`src/hdl/hsfd_pkg.sv`:
```
// Shared constants, types, CRC-8 step and divide by 65535 for the decoder.
package hsfd_pkg;

    localparam int BYTE_W  = 8;
    localparam int WORD_W  = 16;
    localparam int POS_W   = 3;
    localparam int TEMP_W  = 15;
    localparam int HUMID_W = 14;
    localparam int PROD_W  = 31;
    localparam int SUM_W   = 32;
    localparam int QUOT_W  = 15;

    localparam logic [BYTE_W-1:0] CRC_POLY = 8'h31;
    localparam logic [BYTE_W-1:0] CRC_INIT = 8'hFF;

    localparam logic [POS_W-1:0] POS_T_MSB = 3'd0;
    localparam logic [POS_W-1:0] POS_T_LSB = 3'd1;
    localparam logic [POS_W-1:0] POS_T_CRC = 3'd2;
    localparam logic [POS_W-1:0] POS_H_MSB = 3'd3;
    localparam logic [POS_W-1:0] POS_H_LSB = 3'd4;
    localparam logic [POS_W-1:0] POS_H_CRC = 3'd5;

    localparam logic [14:0] T_SPAN  = 15'd17500;
    localparam logic [14:0] RH_SPAN = 15'd12500;
    localparam logic [QUOT_W-1:0] T_BASE  = 15'd4500;
    localparam logic [QUOT_W-1:0] RH_BASE = 15'd600;
    localparam logic [QUOT_W-1:0] RH_MAX  = 15'd10000;

    typedef struct packed {
        logic [WORD_W-1:0] temp_ticks;
        logic [WORD_W-1:0] humid_ticks;
        logic              crc_fail;
    } t_frame;

    function automatic logic [BYTE_W-1:0] f_crc8(input logic [BYTE_W-1:0] crc,
                                                 input logic [BYTE_W-1:0] b);
        logic [BYTE_W-1:0] c;
        c = crc ^ b;
        for (int k = 0; k < BYTE_W; k++) begin
            c = c[BYTE_W-1] ? ((c << 1) ^ CRC_POLY) : (c << 1);
        end
        return c;
    endfunction

    // floor(x / 65535) for x below 32768 * 65535 (15-bit quotient)
    function automatic logic [QUOT_W-1:0] f_div_ffff(input logic [PROD_W-1:0] x);
        logic [SUM_W-1:0] s;
        s = SUM_W'(x) + SUM_W'(x >> WORD_W) + SUM_W'(1);
        return s[WORD_W +: QUOT_W];
    endfunction

endpackage

```
`src/hdl/hsfd_byte_if.sv`:
```
// Byte channel: valid/ready handshake with one frame byte per transfer.
interface hsfd_byte_if;
    logic       valid;
    logic       ready;
    logic [7:0] data_byte;
    logic       first_byte;

    modport source (output valid, output data_byte, output first_byte, input ready);
    modport sink (input valid, input data_byte, input first_byte, output ready);
endinterface

```
`src/hdl/hsfd_result_if.sv`:
```
// Result channel: valid/ready handshake with one decoded reading per transfer.
interface hsfd_result_if;
    logic               valid;
    logic               ready;
    logic signed [14:0] temp_centi;
    logic [13:0]        humid_centi;
    logic               crc_ok;

    modport source (output valid, output temp_centi, output humid_centi, output crc_ok,
                    input ready);
    modport sink (input valid, input temp_centi, input humid_centi, input crc_ok,
                  output ready);
endinterface

```
`src/hdl/hsfd_frame.sv`:
```
// Frame tracker: byte position, running CRC-8 and word assembly.
module hsfd_frame (
    input  logic                          i_clk,
    input  logic                          i_rst_n,
    input  logic                          i_accept,
    input  logic [hsfd_pkg::BYTE_W-1:0]   i_data_byte,
    input  logic                          i_first_byte,
    output logic                          o_done,
    output hsfd_pkg::t_frame              o_frame
);
    import hsfd_pkg::*;

    logic [POS_W-1:0]  r_pos, n_pos, pos;
    logic [BYTE_W-1:0] r_crc, n_crc, crc_base, crc_step;
    logic [WORD_W-1:0] r_temp, n_temp, r_humid, n_humid;
    logic              r_fail, n_fail, fail_base;

    always_comb begin
        pos       = (i_first_byte || r_pos > POS_H_CRC) ? POS_T_MSB : r_pos;
        crc_base  = (pos == POS_T_MSB) ? CRC_INIT : r_crc;
        fail_base = (pos == POS_T_MSB) ? 1'b0 : r_fail;
        crc_step  = f_crc8(crc_base, i_data_byte);
        n_crc     = crc_step;
        n_fail    = fail_base;
        n_temp    = r_temp;
        n_humid   = r_humid;
        case (pos)
            POS_T_MSB: n_temp  = {i_data_byte, r_temp[BYTE_W-1:0]};
            POS_T_LSB: n_temp  = {r_temp[WORD_W-1:BYTE_W], i_data_byte};
            POS_H_MSB: n_humid = {i_data_byte, r_humid[BYTE_W-1:0]};
            POS_H_LSB: n_humid = {r_humid[WORD_W-1:BYTE_W], i_data_byte};
            POS_T_CRC, POS_H_CRC: begin
                n_crc = CRC_INIT;
                if (i_data_byte != crc_base) begin
                    n_fail = 1'b1;
                end
            end
            default: n_crc = crc_step;
        endcase
        n_pos = (pos == POS_H_CRC) ? POS_T_MSB : pos + POS_W'(1);
    end

    always_ff @(posedge i_clk) begin
        if (!i_rst_n) begin
            r_pos   <= POS_T_MSB;
            r_crc   <= CRC_INIT;
            r_fail  <= 1'b0;
            r_temp  <= '0;
            r_humid <= '0;
        end else if (i_accept) begin
            r_pos   <= n_pos;
            r_crc   <= n_crc;
            r_fail  <= n_fail;
            r_temp  <= n_temp;
            r_humid <= n_humid;
        end
    end

    assign o_done              = i_accept && (pos == POS_H_CRC);
    assign o_frame.temp_ticks  = n_temp;
    assign o_frame.humid_ticks = n_humid;
    assign o_frame.crc_fail    = n_fail;

endmodule

```
`src/hdl/hsfd_scale.sv`:
```
// Scaling pipeline: span multiply, divide by full scale, offset, clamp, output register.
module hsfd_scale (
    input  logic             i_clk,
    input  logic             i_rst_n,
    input  logic             i_valid,
    input  hsfd_pkg::t_frame i_frame,
    output logic             o_ready,
    hsfd_result_if.source    o_result
);
    import hsfd_pkg::*;

    logic                r_b_valid, r_c_valid;
    logic                b_en, c_en;
    logic [PROD_W-1:0]   r_prod_t, r_prod_h;
    logic                r_b_fail;
    logic [QUOT_W-1:0]   q_t, q_h, h_off;
    logic [QUOT_W-1:0]   t_val;
    logic [HUMID_W-1:0]  h_val;
    logic [TEMP_W-1:0]   r_temp;
    logic [HUMID_W-1:0]  r_humid;
    logic                r_ok;

    assign c_en    = !r_c_valid || o_result.ready;
    assign b_en    = !r_b_valid || c_en;
    assign o_ready = b_en;

    always_comb begin
        q_t   = f_div_ffff(r_prod_t);
        q_h   = f_div_ffff(r_prod_h);
        t_val = q_t - T_BASE;
        h_off = q_h - RH_BASE;
        if (q_h < RH_BASE) begin
            h_val = '0;
        end else if (h_off > RH_MAX) begin
            h_val = HUMID_W'(RH_MAX);
        end else begin
            h_val = h_off[HUMID_W-1:0];
        end
    end

    always_ff @(posedge i_clk) begin
        if (!i_rst_n) begin
            r_b_valid <= 1'b0;
            r_c_valid <= 1'b0;
        end else begin
            if (b_en) begin
                r_b_valid <= i_valid;
            end
            if (c_en) begin
                r_c_valid <= r_b_valid;
            end
        end
    end

    always_ff @(posedge i_clk) begin
        if (b_en && i_valid) begin
            r_prod_t <= PROD_W'(T_SPAN) * PROD_W'(i_frame.temp_ticks);
            r_prod_h <= PROD_W'(RH_SPAN) * PROD_W'(i_frame.humid_ticks);
            r_b_fail <= i_frame.crc_fail;
        end
        if (c_en && r_b_valid) begin
            r_temp  <= r_b_fail ? '0 : t_val[TEMP_W-1:0];
            r_humid <= r_b_fail ? '0 : h_val;
            r_ok    <= !r_b_fail;
        end
    end

    assign o_result.valid       = r_c_valid;
    assign o_result.temp_centi  = r_temp;
    assign o_result.humid_centi = r_humid;
    assign o_result.crc_ok      = r_ok;

endmodule

```
`src/hdl/humidity_sensor_frame_decoder_unit.sv`:
```
// Top level of the sensor reply frame decoder.
//
//   channel    dir  transfer carries
//   i_byte     in   data_byte[7:0], first_byte
//   o_result   out  temp_centi[14:0] signed, humid_centi[13:0], crc_ok
//
// One byte is taken every cycle while input ready is high; a frame's sixth
// byte yields a result via the multiply and scaling/clamp output registers.
// Synchronous active-low reset clears position, CRC and pipeline valids.
// A stalled result holds; bytes keep flowing while the two pipeline stages
// have room, so input ready depends on output ready through that chain.
module humidity_sensor_frame_decoder_unit (
    input  logic          i_clk,
    input  logic          i_rst_n,
    hsfd_byte_if.sink     i_byte,
    hsfd_result_if.source o_result
);
    import hsfd_pkg::*;

    logic   accept;
    logic   done;
    logic   scale_ready;
    t_frame frame;

    assign i_byte.ready = scale_ready;
    assign accept       = i_byte.valid && scale_ready;

    hsfd_frame u_frame (
        .i_clk        (i_clk),
        .i_rst_n      (i_rst_n),
        .i_accept     (accept),
        .i_data_byte  (i_byte.data_byte),
        .i_first_byte (i_byte.first_byte),
        .o_done       (done),
        .o_frame      (frame)
    );

    hsfd_scale u_scale (
        .i_clk    (i_clk),
        .i_rst_n  (i_rst_n),
        .i_valid  (done),
        .i_frame  (frame),
        .o_ready  (scale_ready),
        .o_result (o_result)
    );

endmodule
```
`src/flat_wrapper.sv`:
```
// flat-port wrapper written by rule: the top's interface ports become plain ports
module humidity_sensor_frame_decoder_unit_flat import hsfd_pkg::*;
  (i_clk, i_rst_n, i_byte_valid, i_byte_data_byte, i_byte_first_byte, i_byte_ready, o_result_valid, o_result_temp_centi, o_result_humid_centi, o_result_crc_ok, o_result_ready);
  hsfd_byte_if i_byte_i ();
  hsfd_result_if o_result_i ();
  input  logic i_clk;
  input  logic i_rst_n;
  input wire logic [$bits(i_byte_i.valid)-1:0] i_byte_valid;
  input wire logic [$bits(i_byte_i.data_byte)-1:0] i_byte_data_byte;
  input wire logic [$bits(i_byte_i.first_byte)-1:0] i_byte_first_byte;
  output wire logic [$bits(i_byte_i.ready)-1:0] i_byte_ready;
  output wire logic [$bits(o_result_i.valid)-1:0] o_result_valid;
  output wire logic [$bits(o_result_i.temp_centi)-1:0] o_result_temp_centi;
  output wire logic [$bits(o_result_i.humid_centi)-1:0] o_result_humid_centi;
  output wire logic [$bits(o_result_i.crc_ok)-1:0] o_result_crc_ok;
  input wire logic [$bits(o_result_i.ready)-1:0] o_result_ready;
  assign i_byte_i.valid = i_byte_valid;
  assign i_byte_i.data_byte = i_byte_data_byte;
  assign i_byte_i.first_byte = i_byte_first_byte;
  assign i_byte_ready = i_byte_i.ready;
  assign o_result_valid = o_result_i.valid;
  assign o_result_temp_centi = o_result_i.temp_centi;
  assign o_result_humid_centi = o_result_i.humid_centi;
  assign o_result_crc_ok = o_result_i.crc_ok;
  assign o_result_i.ready = o_result_ready;
  humidity_sensor_frame_decoder_unit u_core (.i_clk(i_clk), .i_rst_n(i_rst_n), .i_byte(i_byte_i), .o_result(o_result_i));
endmodule
```
`config.mk`:
```
export PLATFORM = sky130hd
export DESIGN_NAME = humidity_sensor_frame_decoder_unit_flat
export DESIGN_NICKNAME = d
export VERILOG_FILES = /design/src/hdl/hsfd_pkg.sv /design/src/hdl/hsfd_byte_if.sv /design/src/hdl/hsfd_result_if.sv /design/src/hdl/hsfd_frame.sv /design/src/hdl/hsfd_scale.sv /design/src/hdl/humidity_sensor_frame_decoder_unit.sv /design/src/flat_wrapper.sv
export SDC_FILE = /design/constraint.sdc
export NUM_CORES = 1
export LEC_CHECK = 0
export CELL_PAD_IN_SITES_DETAIL_PLACEMENT = 0
export CELL_PAD_IN_SITES_GLOBAL_PLACEMENT = 1
export CORE_MARGIN = 2
export CORE_UTILIZATION = 52
export DETAILED_ROUTE_END_ITERATION = 10
export DONT_BUFFER_PORTS = 1
export HOLD_SLACK_MARGIN = 0.1
export PLACE_DENSITY_LB_ADDON = 0.1
export SYNTH_ARGS = -nofsm -noshare
export SYNTH_HDL_FRONTEND = slang
export SYNTH_HIERARCHICAL = 1
export SYNTH_SLANG_ARGS = --single-unit
```
`constraint.sdc`:
```
create_clock -name i_clk -period 8.67 [get_ports i_clk]
set_input_delay 0 -clock i_clk [delete_from_list [all_inputs] [get_ports i_clk]]
set_output_delay 0 -clock i_clk [all_outputs]
set_load 0.01 [all_outputs]
```
==> impl_summary.md, run 1 <==
Status
The run finished, with violations left. The final reports fail on design-rule violations.

STA
Measured against its own limit, the worst slew margin works out to approximately a third. The maximum clock frequency is 141 MHz. Across the routed clock network, the largest skew measured is 18.1 ps. The count of final max-slew check failures is 0. Setup total negative slack on the finished layout was measured at 0 ps. The final-layout worst hold slack is 101 ps.

The total setup violations reported at the end of the flow is 0. Setup repair after global routing left no endpoint under its margin. The minimum period implied by the final worst setup slack is just over 7000 ps. The count of final hold-check violations is 0.

Dividing the final minimum period by the clock period gives around four fifths. At the pin with the least slew margin, the transition time is between 900 and 1000 ps.

Pwr
The share of total power dissipated in sequential elements is between 30% and 40%. The clock network burns 32.4% of the power. The worst-case IR drop observed on VDD is between 150 and 200 uV. The power density over the cells is between 150 and 200 nW/um^2.

The switching fraction of total power is ~36%. Combinational logic burns 37.1% of the power. For this design the total switching power over the nets is about 0.00086 W. The internal power is approximately 0.0015 W.

In this run the static leakage power is roughly 7.0 nW.

Route
The final routed wirelength across all metal layers is between 30 and 40 mm. The via count is 9873. The violation count after the first detailed-routing iteration is approximately 640. The per-cell routed wire length is around 17 um.

The number of search-and-repair iterations in the first detailed-routing pass is 8. The detail route stage leaves a number of antenna-violating nets equal to 0. The number of vias per cell after detailed routing is approximately 5.6. For this run, design rule violations remaining after detail routing come to 9.

Setup path
The signal arrival time at the worst endpoint is about 7200 ps. The top fanout value on the critical path is 12. The worst setup path is captured at a flop. The kind of cell with the highest combined delay along the critical path is adder cells.

On the critical path, the stage with the largest delay is an instance of sky130_fd_sc_hd__or3b_2. The startpoint class of the critical path is a flop. Traced cell by cell, the critical path runs through nand2b_1 > or3b_2 > inv_1 > ha_1 > nand2b_1 > a22o_1 > ha_1 > ha_1 > inv_1 > fa_1 > fa_1 > inv_1 > fa_1 > ha_1 > a21o_1 > a21o_1 > nor3_1 > a2111oi_0 > o311a_1 > o21a_1 > o21a_1 > o41ai_1 > xnor2_1. The setup path with the least slack is of type flop to flop. The delay of the slowest cell on the worst path is about 610 ps. The required time reported for the critical path endpoint is approximately 9000 ps. The most common cell type on the critical path is sky130_fd_sc_hd__ha_1.

The critical path contains buffers and inverters numbering 3 combined.

Layout
For this run, the post-layout net count is 1748. Leaving out fill and tap cells, the most frequent cell in the layout is sky130_fd_sc_hd__inv_1. The area overhead of the layout relative to synthesis is 7.60%. The number of non-filler instances in the completed layout is 1767.

0 antenna diodes ended up in the layout. The top cell types in the final layout, fill and taps aside, are sky130_fd_sc_hd__inv_1, sky130_fd_sc_hd__ha_1, sky130_fd_sc_hd__nor2_1. The post-route cell area is about 15000 um^2.

The share of layout cells above drive strength 1 is 6.15%.

Synthesis
The cell count after synthesis is between 1000 and 1500. Dividing the synthesized area by the synthesized cell count gives about 9.7 um^2. The post-synthesis cell area is ~14000 um^2. In this run, synthesis inferred slightly below 90 flip-flops with an integrated enable.

The share of synthesized area occupied by flip-flops and latches is 25.7%. The number of unique standard cell types used by synthesis is 85. For this run, the leading register cell type out of synthesis is sky130_fd_sc_hd__edfxtp_1.

The total of warnings raised by yosys is 6. Counting flops with an async set or reset pin after synthesis yields a share of 0%. The flip-flop and latch count after synthesis is between 100 and 150. The synthesized netlist net count is around 1800.

Clocking
TritonCTS built the clock tree. TritonCTS created 17 clock buffers. Clock latency on the worst-skew pair, taken at its later pin, is 430 ps. Once the clock tree was built, the resizer swapped 0 gates to a different size. The clock input transition at the sequential cells of the worst setup and hold paths is roughly 60 ps. For this design, the sink count on the clock tree is around 130. The tree is rooted in a sky130_fd_sc_hd__clkbuf_16. The clock passes through at most 2 buffers. The H-tree generated during clock tree synthesis spans 4 levels.

Placed design
The cell count after placement is between 1500 and 2000. Buffers placed on the I/O ports in this run total 0. The half-perimeter wire length after placement is roughly 23 mm. The placed standard-cell area is between 10000 and 15000 um^2. The congestion estimate from routability-driven global placement came to 0.900.

Global route
Global routing consumed, over all layers together, a little under a quarter of the routing resources. The number of global-route vias before repair is approximately 9900. The global-route wire length before repair is around 50 mm. After global routing the overflow that remains totals 0. The largest net degree at the start of global routing is ~60. The initial antenna violation count is 0.

Die
After floorplanning, the core was sized to cover 26100 um^2. The initialized floorplan defines between 50 and 60 standard-cell rows. The die covers about 28000 um^2. The initial cell density of the core is a little over half. The top-level I/O count is 45. The die is 167 um tall.

The die is around 170 um wide.

Min path
The worst hold-check path type is input port to flop.

Job
Across the run, the number of max-cap violations was 0.
final cells by class:
class                   instances  area [um^2]
clock inverters                15          190
clock buffers                  17          425
flip-flops and latches        134         3560
well taps                     335          419
multi-input cells            1014         9240
fillers                      2335        11200
inverters                     234          878
repair buffers                 18          180
through the flow:
step	utilization [%]	worst slack [ps]	total power, W
finish	57.0	1590	0.00241
global route	57.0	1140	0.00258
CTS	57.0	1610	0.00243
detailed placement	54.1	1640	0.00162
global placement	54.1	1780	0.00162
floorplan	-	2090	0.00141
kinds of logic after synthesis:
group,after synthesis,share of synthesized area (%)
and+or+nand+nor,337,12.6
muxes,18,1.45
adders and majority gates,316,33.4
AOI/OAI and AO/OA,267,14.3
buffers and inverters,275,7.58
DFF,134,25.7
xor gates and xnor gates,76,5.01
synthesized netlist by cell type (13+ instances only):
| master | count | area, um^2 |
|---|---|---|
| sky130_fd_sc_hd__inv_1 | 234 | 878 |
| sky130_fd_sc_hd__ha_1 | 227 | 2840 |
| sky130_fd_sc_hd__nor2_1 | 99 | 372 |
| sky130_fd_sc_hd__fa_1 | 89 | 1780 |
| sky130_fd_sc_hd__edfxtp_1 | 88 | 2640 |
| sky130_fd_sc_hd__xnor2_1 | 55 | 482 |
| sky130_fd_sc_hd__a21oi_1 | 54 | 270 |
| sky130_fd_sc_hd__nand2_1 | 50 | 188 |
| sky130_fd_sc_hd__dfxtp_1 | 46 | 921 |
| sky130_fd_sc_hd__nor3_1 | 35 | 175 |
| sky130_fd_sc_hd__clkbuf_1 | 34 | 128 |
| sky130_fd_sc_hd__o21ai_0 | 33 | 165 |
| sky130_fd_sc_hd__nor2b_1 | 32 | 200 |
| sky130_fd_sc_hd__nand3_1 | 21 | 105 |
| sky130_fd_sc_hd__xor2_1 | 19 | 166 |
| sky130_fd_sc_hd__o21a_1 | 18 | 135 |
| sky130_fd_sc_hd__a22oi_1 | 17 | 128 |
| sky130_fd_sc_hd__mux2_2 | 17 | 191 |
| sky130_fd_sc_hd__a211oi_1 | 16 | 120 |
| sky130_fd_sc_hd__a22o_1 | 16 | 140 |
| sky130_fd_sc_hd__and2_1 | 15 | 93.8 |
| sky130_fd_sc_hd__and3_1 | 13 | 81.3 |
| sky130_fd_sc_hd__nor3b_1 | 13 | 97.6 |
registers in the layout (all words and copies together), names as in the netlist:
name                                 flops
u_core/u_scale/r_prod_t                 29
u_core/u_frame/r_temp                   16
u_core/u_frame/r_humid                  16
u_core/u_scale/o_result.valid            1
u_core/u_scale/o_result.crc_ok           1
u_core/u_scale/r_prod_h                 28
u_core/u_frame/r_fail                    1
u_core/u_frame/r_crc                     8
u_core/u_frame/r_pos                     3
u_core/u_scale/o_result.humid_centi     14
u_core/u_scale/r_b_fail                  1
u_core/u_scale/o_result.temp_centi      15
u_core/u_scale/r_b_valid                 1
metal layers:
layer | GRT usage [%] | wire [um] | part of all wire (%)
met1 | 31.7 | 15000 | 49
met2 | 36.1 | 13300 | 44
met3 | 4.25 | 1420 | 4.7
met4 | 7.22 | 648 | 2.1
met5 | 0 | 0 | 0
path summary, 6_finish.rpt:
kind                                 start                           to  slack [ps]  depth (start not counted)
setup / recovery   u_core/u_frame/r_pos[0]  u_core/u_scale/r_prod_h[29]        1590                         23
hold / removal         i_byte_data_byte[6]    u_core/u_frame/r_temp[14]         100                          3
setup reg to reg   u_core/u_frame/r_pos[0]  u_core/u_scale/r_prod_h[29]        1590                         23
hold reg to reg   u_core/u_frame/r_temp[0]     u_core/u_frame/r_temp[0]         460                          2
worst register-to-register path: stages, from the launching register on:
cell                        delay [ps]
sky130_fd_sc_hd__dfxtp_1           560
sky130_fd_sc_hd__nand2b_1          190
sky130_fd_sc_hd__or3b_2            610
sky130_fd_sc_hd__inv_1             110
sky130_fd_sc_hd__ha_1              160
sky130_fd_sc_hd__nand2b_1          310
sky130_fd_sc_hd__a22o_1            280
sky130_fd_sc_hd__ha_1              260
sky130_fd_sc_hd__ha_1              310
sky130_fd_sc_hd__inv_1              60
sky130_fd_sc_hd__fa_1              510
sky130_fd_sc_hd__fa_1              550
sky130_fd_sc_hd__inv_1              50
sky130_fd_sc_hd__fa_1              470
sky130_fd_sc_hd__ha_1              360
sky130_fd_sc_hd__a21o_1            190
sky130_fd_sc_hd__a21o_1            200
sky130_fd_sc_hd__nor3_1            200
sky130_fd_sc_hd__a2111oi_0         230
sky130_fd_sc_hd__o311a_1           410
sky130_fd_sc_hd__o21a_1            170
sky130_fd_sc_hd__o21a_1            180
sky130_fd_sc_hd__o41ai_1           310
sky130_fd_sc_hd__xnor2_1           120
power by group through the flow:
stage          sequential (W)  clock [W]  combinational (W)
3_5_place_dp         0.000748          0           0.000872
5_1_grt              0.000734   0.000824            0.00102
3_3_place_gp         0.000747          0           0.000875
4_1_cts              0.000734   0.000798           0.000897
6_report             0.000734   0.000781           0.000895
2_1_floorplan        0.000744          0           0.000665
timing repair:
item                      CTS  global route
hold endpoints to repair   51             0
hold buffers               14             0
setup buffers               0             0
Power figures use the tool's default switching activity.
==> run 2, diff against run 1 <==
- clock period: 8.67 -> 7.31 ns (I/O delays scaled with it)
==> run 2 against run 1 <==
Effect of this change: the run still ends with design-rule violations left; sequential share of layout area hardly changed; total power is 18% higher; global-route usage is 0.18 points higher; utilization is 0.12 points higher; non-clock buffer count is 5 higher; critical path depth stayed put; setup slack worse by 1100 ps; largest cell class unchanged; largest power group unchanged.
==> impl_summary.md, run 2 (synthesized netlist as in run 1, its figures left out) <==
Status
The flow ran to the end, but the final reports show violations. The final reports fail on design-rule violations.

Route
The violation count after the first detailed-routing iteration is 650. The remaining design rule violation count is 7. Once detail routing completed, the nets flagged for antenna violations numbered 0. After detailed routing, the average wire length per cell comes to between 15 and 20 um. The number of vias per cell after detailed routing is 5.62. The number of search-and-repair iterations in the first detailed-routing pass is 11. The via count is ~10000. The final routed wirelength across all metal layers is around 31 mm.

Pwr
In this run the static leakage power is around 7.0 nW. The share of total power in the clock network is between 30% and 40%. The switching fraction of total power is about a third. Power spread over the standard cell area amounts to 190 nW/um^2.

Across the VDD grid, the largest voltage drop is 145 uV. The internal power is 0.00184 W. The fraction of power consumed by sequential logic is ~31%. Per report_power, the combinational group accounts for a little under two fifths of the total. The switching power summed over all nets is about 0.001 W.

Placed design
The pre-CTS worst setup slack is 311 ps. The placed standard-cell area is ~14000 um^2. The cell count after placement is approximately 1700. Port buffering added 0 buffers.

Summed over all nets, the half-perimeter wirelength after detailed placement is around 24 mm. The congestion estimate from routability-driven global placement came to between 0.8 and 0.9.

STA
The worst pin sits at a relative slew slack of approximately 36%. The setup slack after layout is just under 500 ps. The slew of the pin with the lowest slew margin is approximately 960 ps. The count of final max-slew check failures is 0. The minimum period implied by the final worst setup slack is between 6000 and 7000 ps. The clock skew after layout is around 14 ps. The share of the clock period used by the worst path after layout is ~93%.

In the final timing run, aggregate negative setup slack is 0 ps. The total setup violations reported at the end of the flow is 0. Static timing analysis puts the maximum clock frequency at between 100 and 150 MHz. Setup repair after global routing left no endpoint under its margin. The count of final hold-check violations came to 0.

Global route
The fraction of met3 tracks used by global routing is under 10%. For this run the aggregate overflow at the end of global routing stands at 0. Global routing used 22.9% of the available tracks across all layers.

The number of global-route vias before repair is between 10000 and 15000. The initial antenna violation count is 1. The peak-usage layer in the global routing report is met2. The met2 track demand over resource in global routing is 36.2%.

Entering global routing, the biggest net connects between 50 and 60 pins. The met1 capacity usage during global routing is ~32%. The global-route wire length before repair is 51.2 mm.

Clocking
No sink is reached through more buffers than the 2 on the longest clock path. The CTS tree is yes. The clock net in this run drives a total of roughly 130 sinks. CTS built an H-tree with a depth of 4. The total CTS buffers is 17. After clock tree synthesis, the clock-pin slew on the worst setup and hold paths is approximately 70 ps. The clock tree root driver cell is sky130_fd_sc_hd__clkbuf_16. For the worst-skew pair, the clock arrives at the later sink with an insertion delay of roughly 420 ps.

Layout
In the layout the commonest cells are sky130_fd_sc_hd__inv_1, sky130_fd_sc_hd__ha_1, sky130_fd_sc_hd__nor2_1. The post-route cell area is approximately 15000 um^2. Leaving out fill and tap cells, the most frequent cell in the layout is sky130_fd_sc_hd__inv_1. The share of layout cells above drive strength 1 is 6.54%.

The final layout contains between 1500 and 2000 nets. Compared with the post-synthesis result, the final layout area differs by 7.84%. The flip-flop count of the largest register, all copies and words added is 29. The diode insertion count for antenna repair is 0. The number of non-filler instances in the completed layout is ~1800. In the final layout, the registers with the most flip-flops are u_core/u_scale/r_prod_t (29), u_core/u_scale/r_prod_h (28). u_core/u_scale/r_prod_t holds more flip-flops than any other register.

Setup path
The path type of the worst setup path is flop to flop. The cell that appears most often on the critical path is sky130_fd_sc_hd__ha_1. The top fanout value on the critical path is 12. The required time reported for the critical path endpoint is ~7500 ps.

The startpoint class of the critical path is a flop. On the critical path, the stage with the largest delay is an instance of sky130_fd_sc_hd__or3b_2. The worst setup path is captured at a flop. Data arrives at the worst endpoint at about 7000 ps. Walking the worst path, the cells encountered are nand2b_1 > or3b_2 > inv_1 > ha_1 > and2_1 > a22o_1 > ha_1 > ha_1 > inv_1 > fa_1 > fa_1 > inv_1 > fa_1 > ha_1 > a21o_1 > a21o_1 > nor3_1 > a2111oi_0 > o311a_1 > o21a_1 > o21a_1 > o41ai_1 > xnor2_1. The delay of the slowest cell on the worst path is around 600 ps.

Die
The floorplan die height is 167 um. The die covers approximately 28000 um^2. The top-level I/O count is 45. The number of rows created at floorplan is 59. The die outline width is around 170 um. For this configuration, the core starts out at a cell density of roughly 53%. The floorplan core area is 26100 um^2.

Min path
The min-delay analysis places its worst path in the category input port to flop.

Job
The number of max-cap violations is 0.
==> run 2: changes by cell type in the layout (fill, tap and decap cells not counted), sizes merged <==
| cell | previous run | this run |
|---|---|---|
| buf | 5 | 9 |
| clkinv | 1 | 5 |
| inv | 241 | 238 |
| clkinvlp | 4 | 2 |
| clkbuf | 17 | 18 |
| dlygate4sd3 | 13 | 14 |
==> run 2: critical path, delay by kind of cell (launching register included) <==
family	cells	cell delay, ps
compound gates	8	1940
xor+xnor	1	120
fa+ha+maj	7	2540
buf+inv	3	300
flops	1	450
simple gates	4	1210
==> run 2: final timing paths <==
kind                            startpoint                          end  slack [ps]  cells past startpoint
setup / recovery   u_core/u_frame/r_pos[0]  u_core/u_scale/r_prod_h[29]         480                     23
hold / removal         i_byte_data_byte[2]   u_core/u_scale/r_prod_h[4]         130                      2
setup reg to reg   u_core/u_frame/r_pos[0]  u_core/u_scale/r_prod_h[29]         480                     23
hold reg to reg   u_core/u_frame/r_temp[2]     u_core/u_frame/r_temp[2]         460                      2
==> run 2: metrics by stage <==
step           hold slack (ps)  total power (W)  utilization (%)
6_report                   128          0.00284             57.1
5_1_grt                    131          0.00305             57.1
4_1_cts                    115          0.00286             57.1
3_3_place_gp              66.3          0.00192             54.2
2_1_floorplan              118          0.00167                -
3_5_place_dp              69.5          0.00192             54.2
==> run 2: final cells by class <==
cell class                 instances  area, um^2
fill                            2370       11200
multi-input combinational       1014        9240
sequential                       134        3570
inverter                         234         878
clock buffer                      18         429
tap                              335         419
timing repair buffer              23         220
clock inverter                    14         173
==> run 2: timing repair <==
item | 4_1_cts | 5_1_grt
hold buffers | 15 | 0
endpoints found under the hold margin | 50 | 0
setup buffers | 0 | 0
gates resized for setup | 0 | 4
endpoints found under the setup margin | 0 | 2
==> run 2: per-layer routing <==
metal,share of wire [%],vias to the layer above
li1,-,4966
met1,49,4783
met2,44,180
met3,3.5,34
met4,2.7,0
met5,0,-
==> run 2: power by group through the flow <==
stage | Sequential [W] | Combinational (W) | Clock, W
floorplan | 0.000883 | 0.000789 | 0
global placement | 0.000886 | 0.00104 | 0
detailed placement | 0.000886 | 0.00103 | 0
CTS | 0.000870 | 0.00107 | 0.000925
global route | 0.000871 | 0.00122 | 0.000953
finish | 0.000870 | 0.00107 | 0.000907
==> run 3, diff against run 2 <==
- CORE_ASPECT_RATIO: not set -> 1.2
==> run 3 against run 2 <==
Effect of this change: the run now ends clean; global-route usage down 0.26 points; critical path depth is the same; hold slack worse by 15 ps; combinational power is essentially flat; highest routed layer unchanged.
==> impl_summary.md, run 3 (synthesized netlist as in run 1, its figures left out) <==
STA
Setup violations remaining at the end of the flow were counted as 0. The count of final hold-check violations is 0. The count of final max-slew check failures is 0.

The share of the clock period used by the worst path after layout is a little over 90%. Hold is met by 113 ps. For this run, the top clock speed supported by timing is ~150 MHz. The slew of the pin with the lowest slew margin is just over 900 ps.

Summed over all failing endpoints, the final setup total negative slack is 0 ps. The minimum period implied by the final worst setup slack is between 6000 and 7000 ps. The setup slack after layout is about 470 ps.

Setup repair after global routing left no endpoint under its margin. The worst slew margin relative to its limit is slightly below 40%. The clock arrives with 11.5 ps of skew.

Pwr
The internal power is 0.00177 W. Combinational logic burns 38.5% of the power. For this design the static power due to leakage is roughly 7 nW. The switching fraction of total power is approximately a third. The share of total power in the clock network is between 20% and 30%.

The fraction of power consumed by sequential logic is approximately 32%. The switching power summed over all nets is roughly 0.00095 W. The worst-case vdd ir drop is between 100 and 150 uV. For this design the ratio of total power to cell area is between 150 and 200 nW/um^2.

Die
The die outline width is between 150 and 200 um. The floorplan core area is 26300 um^2. 45 I/O pins were placed. The number of rows created at floorplan is between 60 and 70. The initial utilization of the core area, before any placement, comes to between 50% and 60%.

The floorplan die height is around 180 um. The die covers 28000 um^2.

Clocking
CTS saw ~130 sinks. The post-CTS setup repair buffer count is 0. The later pin in the worst-skew pair is clocked with a latency of between 400 and 500 ps. The clock tree root driver cell is sky130_fd_sc_hd__clkbuf_16. The level count of the clock H-tree is 4. TritonCTS built the clock tree.

Buffers inserted during clock tree synthesis total 17. The clock input transition at the sequential cells of the worst setup and hold paths is approximately 60 ps. The clock passes through at most 2 buffers.

Route
The final routed wirelength across all metal layers is roughly 30 mm. Dividing the detail-routed via count by the number of cells gives between 5 and 6. The number of search-and-repair iterations in the first detailed-routing pass is 5. The remaining design rule violation count is 0. Dividing the detail-routed wire length by the instance count gives approximately 17 um. Once detail routing completed, the nets flagged for antenna violations numbered 0. The violation count after the first detailed-routing iteration is around 440. The via count is 9911.

Setup path
STA puts the critical path data required time at between 7000 and 8000 ps. The worst setup path is launched from a flop. In this run the worst path has a maximum fanout of 12. STA classifies the critical path endpoint as a flop.

The critical path is of the flop to flop type. The signal arrival time at the worst endpoint is roughly 7000 ps.

Global route
Global routing finished with a remaining overflow of 0. The global-route wire length before repair is about 51 mm. The number of global-route vias before repair came to about 10000.

The initial antenna violation count is 0. The largest net degree at the start of global routing is 59. The total global routing track utilization is 22.7%.

Placed design
The cell count after placement is approximately 1700. Once detailed placement completed, the half-perimeter wirelength came to 23.4 mm. After detailed placement, the total cell area comes to about 14000 um^2. Routability-driven placement finished with a final weighted congestion of around 0.86.

Prior to clock tree synthesis, the placed netlist has a worst setup slack of 323 ps. The number of input and output port buffers inserted is 0.

Layout
The register with the most flip-flops in the layout has 29 of them. Leaving out filler cells and counting taps, the final layout contains about 1800. The library cell used most frequently in the layout, excluding fill and tap cells, is sky130_fd_sc_hd__inv_1. The top cell types in the final layout, fill and taps aside, are sky130_fd_sc_hd__inv_1, sky130_fd_sc_hd__ha_1, sky130_fd_sc_hd__nor2_1. After the last flow step, the layout net total stands at roughly 1800. The diode insertion count for antenna repair is 0. The share of layout cells above drive strength 1 is ~6.5%.

The post-route cell area is ~15000 um^2. The register with the most flip-flops in the final layout is u_core/u_scale/r_prod_t. The largest registers in the layout are u_core/u_scale/r_prod_t (29), u_core/u_scale/r_prod_h (28). Relative to the synthesized area, the layout overhead comes to 7.47%.

Job
The number of max-cap violations is 0.

Status
The run finished with clean final reports.

Min path
The worst hold-check path type is input port to flop.
[run 3: cell type report]
type	instances	area, um^2
Clock buffer	21	473
Clock inverter	10	70.1
Fill cell	2367	11400
Inverter	234	878
Multi-Input combinational cell	1014	9240
Sequential cell	134	3570
Tap cell	335	419
Timing Repair Buffer	24	230
[run 3: final timing paths]
path | endpoint | from | cells after the start | slack, ps
max | u_core/u_scale/r_prod_h[29] | u_core/u_frame/r_pos[0] | 23 | 470
min | u_core/u_frame/r_temp[8] | i_byte_data_byte[0] | 3 | 110
max reg2reg | u_core/u_scale/r_prod_h[29] | u_core/u_frame/r_pos[0] | 23 | 470
min reg2reg | u_core/u_frame/r_temp[0] | u_core/u_frame/r_temp[0] | 2 | 460
[run 3: worst max-delay path: stages, from the launching register on]
cell                        delay [ps]
sky130_fd_sc_hd__dfxtp_2           440
sky130_fd_sc_hd__nand2b_1          150
sky130_fd_sc_hd__or3b_2            600
sky130_fd_sc_hd__inv_1             110
sky130_fd_sc_hd__ha_1              160
sky130_fd_sc_hd__and2_1            290
sky130_fd_sc_hd__a22o_1            270
sky130_fd_sc_hd__ha_1              260
sky130_fd_sc_hd__ha_1              280
sky130_fd_sc_hd__inv_1             120
sky130_fd_sc_hd__fa_1              460
sky130_fd_sc_hd__fa_1              540
sky130_fd_sc_hd__inv_1              50
sky130_fd_sc_hd__fa_1              480
sky130_fd_sc_hd__ha_1              360
sky130_fd_sc_hd__a21o_1            190
sky130_fd_sc_hd__a21o_1            200
sky130_fd_sc_hd__nor3_1            200
sky130_fd_sc_hd__a2111oi_0         190
sky130_fd_sc_hd__o311a_1           400
sky130_fd_sc_hd__o21a_1            170
sky130_fd_sc_hd__o21a_1            180
sky130_fd_sc_hd__o41ai_1           340
sky130_fd_sc_hd__xnor2_1           120
[run 3: metal layers]
layer	global-route usage [%]	routed length, um
met1	29.4	14000
met2	39.3	14600
met3	3.57	946
met4	6.93	714
met5	0	0
[run 3: power groups by stage]
stage               registers (W)  logic [W]  clock network [W]
global placement         0.000886    0.00102                  0
global route             0.000872    0.00121           0.000857
floorplan                0.000883   0.000789                  0
CTS                      0.000870    0.00105           0.000823
detailed placement       0.000887    0.00102                  0
finish                   0.000871    0.00104           0.000800
[run 3: timing repair]
action                     CTS  global route
gates resized for setup      0             3
hold buffers                16             0
hold endpoints to repair    51             0
setup endpoints to repair    0             2
[run 3: per-stage QoR]
| stage | total power [W] | utilization (%) |
|---|---|---|
| 2_1_floorplan | 0.00167 | - |
| 3_3_place_gp | 0.00191 | 53.9 |
| 3_5_place_dp | 0.00190 | 53.9 |
| 4_1_cts | 0.00274 | 56.6 |
| 5_1_grt | 0.00294 | 56.6 |
| 6_report | 0.00271 | 56.6 |
